$ cat src/sv/tmp_pkg.sv
package tmp_pkg;

    localparam logic [30:0] MAX31 = 31'h7FFF_FFFF;
    localparam int DT_FRAC = 16;

    localparam logic [2:0] PH_IDLE   = 3'd0;
    localparam logic [2:0] PH_ACCEL  = 3'd1;
    localparam logic [2:0] PH_CRUISE = 3'd2;
    localparam logic [2:0] PH_DECEL  = 3'd3;
    localparam logic [2:0] PH_DONE   = 3'd4;

    localparam logic [1:0] CMD_START  = 2'd0;
    localparam logic [1:0] CMD_UPDATE = 2'd1;
    localparam logic [1:0] CMD_IDLE   = 2'd2;

    localparam logic [2:0] REG_TDIST = 3'd0;
    localparam logic [2:0] REG_VMAX  = 3'd1;
    localparam logic [2:0] REG_ARATE = 3'd2;
    localparam logic [2:0] REG_SPOS  = 3'd3;
    localparam logic [2:0] REG_PTOL  = 3'd4;
    localparam logic [2:0] REG_VTOL  = 3'd5;

    // datapath operations issued by the controller
    localparam logic [3:0] OP_NONE   = 4'd0;
    localparam logic [3:0] OP_ACCEPT = 4'd1;
    localparam logic [3:0] OP_SMUL   = 4'd2;
    localparam logic [3:0] OP_SFIN   = 4'd3;
    localparam logic [3:0] OP_SQMUL  = 4'd4;
    localparam logic [3:0] OP_SQFIN  = 4'd5;
    localparam logic [3:0] OP_UMUL   = 4'd6;
    localparam logic [3:0] OP_UFIN   = 4'd7;
    localparam logic [3:0] OP_UAPPLY = 4'd8;
    localparam logic [3:0] OP_EMUL   = 4'd9;
    localparam logic [3:0] OP_EFIN   = 4'd10;
    localparam logic [3:0] OP_OUT    = 4'd11;

    typedef struct packed {
        logic [3:0] op;
    } cmd_t;

    typedef struct packed {
        logic [1:0] in_cmd;
        logic       upd_run;
        logic       div_done;
        logic       sq_done;
        logic       need_sqrt;
        logic       est_run;
        logic       out_free;
    } sts_t;

    typedef struct packed {
        logic [31:0] tdist;
        logic [31:0] vmax;
        logic [31:0] arate;
        logic [31:0] spos;
        logic [30:0] ptol;
        logic [30:0] vtol;
    } cfg_t;

    function automatic logic [30:0] mag32(input logic [31:0] v);
        logic [31:0] n;
        n = 32'd0 - v;
        if (!v[31])
            return v[30:0];
        else if (n[31])
            return MAX31;
        else
            return n[30:0];
    endfunction

    function automatic logic [30:0] sat31(input logic [63:0] q);
        return (|q[63:31]) ? MAX31 : q[30:0];
    endfunction

endpackage

$ cat src/sv/tmp_ctrl.sv
module tmp_ctrl (
    input  logic          clk,
    input  logic          rst_n,
    input  logic          in_valid,
    output logic          in_ready,
    input  tmp_pkg::sts_t sts,
    output tmp_pkg::cmd_t ctl
);
    import tmp_pkg::*;

    localparam logic [3:0] S_IDLE   = 4'd0;
    localparam logic [3:0] S_SMUL   = 4'd1;
    localparam logic [3:0] S_SDIV   = 4'd2;
    localparam logic [3:0] S_SFIN   = 4'd3;
    localparam logic [3:0] S_SQMUL  = 4'd4;
    localparam logic [3:0] S_SQRT   = 4'd5;
    localparam logic [3:0] S_SQFIN  = 4'd6;
    localparam logic [3:0] S_UMUL   = 4'd7;
    localparam logic [3:0] S_UDIV   = 4'd8;
    localparam logic [3:0] S_UFIN   = 4'd9;
    localparam logic [3:0] S_UAPPLY = 4'd10;
    localparam logic [3:0] S_EMUL   = 4'd11;
    localparam logic [3:0] S_EDIV   = 4'd12;
    localparam logic [3:0] S_EFIN   = 4'd13;
    localparam logic [3:0] S_OUT    = 4'd14;

    logic [3:0] state_reg, state_next;

    assign in_ready = (state_reg == S_IDLE);

    always_comb
    begin
        state_next = state_reg;
        ctl.op     = OP_NONE;
        unique case (state_reg)
            S_IDLE:
            begin
                if (in_valid)
                begin
                    ctl.op = OP_ACCEPT;
                    if (sts.in_cmd == CMD_START)
                        state_next = S_SMUL;
                    else if (sts.in_cmd == CMD_UPDATE && sts.upd_run)
                        state_next = S_UMUL;
                    else
                        state_next = S_EMUL;
                end
            end
            S_SMUL:
            begin
                ctl.op     = OP_SMUL;
                state_next = S_SDIV;
            end
            S_SDIV:
            begin
                if (sts.div_done)
                    state_next = S_SFIN;
            end
            S_SFIN:
            begin
                ctl.op     = OP_SFIN;
                state_next = sts.need_sqrt ? S_SQMUL : S_EMUL;
            end
            S_SQMUL:
            begin
                ctl.op     = OP_SQMUL;
                state_next = S_SQRT;
            end
            S_SQRT:
            begin
                if (sts.sq_done)
                    state_next = S_SQFIN;
            end
            S_SQFIN:
            begin
                ctl.op     = OP_SQFIN;
                state_next = S_EMUL;
            end
            S_UMUL:
            begin
                ctl.op     = OP_UMUL;
                state_next = S_UDIV;
            end
            S_UDIV:
            begin
                if (sts.div_done)
                    state_next = S_UFIN;
            end
            S_UFIN:
            begin
                ctl.op     = OP_UFIN;
                state_next = S_UAPPLY;
            end
            S_UAPPLY:
            begin
                ctl.op     = OP_UAPPLY;
                state_next = S_EMUL;
            end
            S_EMUL:
            begin
                ctl.op     = OP_EMUL;
                state_next = sts.est_run ? S_EDIV : S_OUT;
            end
            S_EDIV:
            begin
                if (sts.div_done)
                    state_next = S_EFIN;
            end
            S_EFIN:
            begin
                ctl.op     = OP_EFIN;
                state_next = S_OUT;
            end
            S_OUT:
            begin
                if (sts.out_free)
                begin
                    ctl.op     = OP_OUT;
                    state_next = S_IDLE;
                end
            end
            default:
            begin
                state_next = S_IDLE;
            end
        endcase
    end

    always_ff @(posedge clk or negedge rst_n)
    begin
        if (!rst_n)
            state_reg <= S_IDLE;
        else
            state_reg <= state_next;
    end
endmodule

$ cat config.mk
export PLATFORM = sky130hd
export DESIGN_NAME = tmp_ctrl
export DESIGN_NICKNAME = d
export VERILOG_FILES = /design/src/sv/tmp_pkg.sv /design/src/sv/tmp_ctrl.sv
export SDC_FILE = /design/constraint.sdc
export NUM_CORES = 1
export LEC_CHECK = 0
export BUFFER_PORTS_ARGS = -buffer_cell sky130_fd_sc_hd__buf_4
export CELL_PAD_IN_SITES_DETAIL_PLACEMENT = 0
export CELL_PAD_IN_SITES_GLOBAL_PLACEMENT = 1
export CORE_MARGIN = 3
export CORE_UTILIZATION = 35
export DETAILED_ROUTE_END_ITERATION = 10
export HOLD_SLACK_MARGIN = 0.15
export PLACE_DENSITY = 0.85
export SETUP_SLACK_MARGIN = 0.3
export SYNTH_ARGS = -nofsm -noshare
export SYNTH_HDL_FRONTEND = slang
export SYNTH_SLANG_ARGS = --single-unit
$ cat constraint.sdc
create_clock -name clk -period 2.8 [get_ports clk]
set_input_delay 0.14 -clock clk [delete_from_list [all_inputs] [get_ports clk]]
set_output_delay 0.14 -clock clk [all_outputs]
set_load 0.01 [all_outputs]
Word level (Yosys, flattened, before mapping)
Cells that the tools add are included.

Memories kept: 0. Input bits: 11. Bits in registers: 4. Latch bits: 0. Bits in read-only memories: 0. Output and inout bits: 5. RAM bits: 0. Word-level logic and storage cells: 41.

Shifts and indexed selects: 0. Multiply operators: 0. Add/subtract/negate cells: 0. Reduce and logical (&&, ||, !) cells: 5. Equality and inequality tests: 21. Magnitude comparators: 0. Muxes and demuxes: 14. Divide/modulo/power cells: 0. Bitwise logic cells: 0.

Operators with widths (number): 4-bit one-hot mux with 14 select lines (1); 4-bit one-hot mux with 11 select lines (1); 4-bit 2-to-1 mux (10); 4-bit equality test (second input constant) (7); 4-bit by 3-bit equality test with 1-bit output (second input constant) (4); 2-bit inequality test (second input constant) (6); 4-bit by 2-bit equality test with 1-bit output (second input constant) (2); 6-bit AND reduction (1); 4-bit by 1-bit equality test with 1-bit output (second input constant) (1); 4-bit logical NOT (1); 2-bit by 1-bit equality test with 1-bit output (second input constant) (1); 2-bit logical NOT (1); 2-bit 2-to-1 mux (1); 2-bit OR reduction (1); 1-bit logical AND (1); 1-bit 2-to-1 mux (1).

Longest topological paths before layout
Depth after elaboration: 6. Depth in mapped cells: 5. Mapped depth without buffers: 4.

Worst setup path before layout
Ideal clock, no wire load.

Path kind: register -> register. Start point: reg state_reg[0]. End point: reg state_reg[2]. Data arrival time: 1.302 ns. Cell stages (with the launch flop): 6. Data required time: 2.721 ns. Clock period less this slack: 1.381 ns. Library setup time: 0.079 ns. Slack: 1.419 ns. Path buffers: 1. Cell sequence: dfrtp_1 buf_2 or3_1 o41a_1 a21oi_2 mux2i_1.

Longest elaborated chain between the ends: 3. Elaborated cells between the ends (all ways): 24. Classes of those cells: 20 x eq/ne; 1 x mux; 3 x reduce/logical.

RTL lines: from (decl) (RTL line tmp_ctrl.sv:27) `logic [3:0] state_reg, state_next;`; from (signal assigned) (RTL line tmp_ctrl.sv:134) `state_reg <= state_next;`; 4-bit equality test, or another cell as far along (RTL line tmp_ctrl.sv:35) `unique case (state_reg)`; 2-bit OR reduction (no source line) / 2-bit inequality test (equally long branches); 4-bit one-hot mux with 14 select lines / 6-bit AND reduction (equally long branches).

Parallel ways exist; a longest one is shown, timed or not. A chain may end at the register's enable or synchronous reset.

==> impl_metrics.yaml <==
global_routing:
  grt_antenna_before_repair: 0
  grt_pass1_wl_um: 1950
  grt_usage_pct: 13.7
  grt_pass1_vias: 490
  grt_max_degree: 19
  grt-ovfl-total: 0
synth:
  synth_top_area_share_pct: 21.4
  synth_top_family_by_area: "compound AO/OA/AOI/OAI gates"
  synthAdderAreaFrac_pct: 0
  yosys-top-cells-area: "dfrtp_1 21%, nand2b_1 6.7%, o21ai_1 5.3%, a21oi_1 4.3%, mux2i_1 4.3%"
  synth_nets: 75
  synth-seq-area-share_pct: 21.4
  synth_compound_area_share_pct: 40.4
  ys_warn_count: 0
  synthSimpleGateAreaFrac_pct: 25.9
  syn_area_per_cell_sq_um: 7.31
  synthesis.area_sq_um: 468
  synthCells: 64
  yosys.area.top_type: "dfrtp_1"
  synth-seq-cells: 4
  synth_xor_area_share_pct: 0
  synthMuxAreaShare_pct: 4.28
  synthDistinctLibCells: 31
power:
  power_density_mw_per_mm2: 1180
  ir_worst_vdd_uv: 475
  leakagePower_uw: 0.000259
setup_path:
  critical_path_class: "reg -> out"
  crit_arrival_ns: 1.61
  endpoint_kind: "output pin"
  crit_path_top_delay_cell: "dfrtp_1"
  worst-path-buf-inv: 1
  path_cells: "nand2b_1 -> o21ai_1 -> a32oi_1 -> o22ai_1 -> buf_4"
  startpoint_type: "register"
  crit_family: "flip-flops"
  worstPathMaxFanout: 16
  slowest_delay_ns: 0.60
  worst_ep_required_time_ns: 2.66
place:
  io_buffers: 15
  place_congestion: 0.748
  detailed_place_hpwl_um: 817
cts:
  clock_path_buffers: 2
  clk_latency_ns: 0.24
  clkSlewWorstSetupHoldPaths_ns: 0.04
  cts_root_buf: "clkbuf_4"
  cts_htree_levels: 1
  cts_tree: "built"
  clock-sinks: 4
  cts_made_buffers: 3
floorplan:
  core_area_sq_mm: 0.00119
  chipHeight_um: 42.6
  num_rows: 12
  initial_core_util_pct: 39.5
  die_area_sq_mm: 0.00181
  ios: 16
  die_w_um: 42.6
sta:
  fin_crit_ns: 1.75
  finalHoldViolCount: 0
  grt_setup_unrepaired: "false"
  slew_headroom_pct: 62.5
  skew_ns: 0.00488
  drv_slew: 0
  setup_tns_ns: 0
  setup_viol: 0
  tightest_slew_ns: 0.562
  fmax_mhz: 573
  holdWs_ns: 0.235
  period_share_pct: 62.3
detailed_routing:
  drtPass1Iterations: 4
  drt_iter0_markers: 7
  routed_wl_um: 1100
  ant_nets: 0
  vias: 529
  drc: 0
  vias_per_cell: 5.81
  wl_per_cell_um: 12.1
layout:
  antenna_cells: 0
  syn2layout_area_growth_pct: 29.1
  final_util_pct: 50.9
  layout_commonest_cell: "buf_4"
  final_cell_mix: "15 x buf_4, 5 x nand2b_1, 5 x o21ai_1, 5 x nor2_1"
  largest_register_ffs: 4
  fillers: 120
  layout-drive-gt1-share_pct: 29.9
  nets: 90
min_path:
  hp-class: "in -> async"
status:
  status: "complete, no violations"
flow_run:
  drv_cap: 0
-- cell usage after synthesis, drive strengths merged --
cell,n
a211o,1
a211oi,2
a21boi,1
a21oi,5
a221oi,1
a22o,1
a32oi,1
and4bb,1
buf,3
clkbuf,3
dfrtp,4
inv,3
mux2i,2
nand2,4
nand2b,5
nor2,5
nor2b,1
nor4,2
o211ai,1
o21a,1
o21ai,9
o22ai,3
o31ai,1
o41a,1
or2,2
or3,1
-- cell families (layout without fill, tap and decap cells) --
family | Yosys count | count (layout)
buffers and inverters | 9 | 22
muxes | 2 | 2
and+or+nand+nor | 21 | 21
AOI/OAI and AO/OA | 28 | 28
DFF | 4 | 4
-- worst paths after layout --
path                               from      endpoint  slack [ns]  depth (start not counted)
max                        state_reg[1]        ctl[0]        1.05                          5
min                               rst_n  state_reg[1]        0.24                          2
max reg2reg                state_reg[2]  state_reg[2]        1.13                          4
min reg2reg                state_reg[1]  state_reg[1]        0.79                          2
max in group asynchronous         rst_n  state_reg[3]        2.46                          2
min in group clk                 sts[4]  state_reg[0]        0.32                          4
-- routing by layer --
metal | GRT usage (%) | vias to the layer above | routed length (um)
met1 | 17.5 | 243 | 499
met4 | 5.59 | 0 | 19
met2 | 22.5 | 19 | 518
met5 | 0 | - | 0
li1 | - | 265 | -
met3 | 2.58 | 2 | 60
-- area by class of cell --
class / instances / area [sq um] / share of cell area (%)
clock buffer: 3 / 22.5 / 3.73
tap: 14 / 17.5 / 2.90
multi-input combinational: 51 / 330 / 54.7
sequential: 4 / 100 / 16.6
timing repair buffer: 16 / 123 / 20.3
inverter: 3 / 11.3 / 1.86
-- worst reg2reg max path, cell delays in order (launching register included) --
cell	delay, ns
dfrtp_1	0.63
inv_2	0.12
o41a_1	0.45
a21oi_2	0.19
mux2i_1	0.20
-- power by group --
group,total [uW],switching [uW],internal (uW)
clock,70.9,23.0,47.9
combinational,422,197,225
sequential,219,131,88.4
-- what timing repair did --
item / CTS / global route
endpoints found under the hold margin: 4 / 0
hold buffers: 1 / 0
gates resized for setup: 0 / 0
setup buffers: 0 / 0
-- stage by stage --
| step | total power [uW] | std cells | worst slack (ns) | area (sq um) |
|---|---|---|---|---|
| after global routing | 789 | 91 | 0.905 | 604 |
| after global placement | 645 | 87 | 1.19 | 572 |
| after floorplan | 516 | 64 | 1.42 | 468 |
| after detailed placement | 643 | 87 | 1.15 | 572 |
| final | 712 | 91 | 1.05 | 604 |
| after CTS | 719 | 91 | 1.04 | 604 |
No activity file was read; power rests on OpenSTA's default activity.
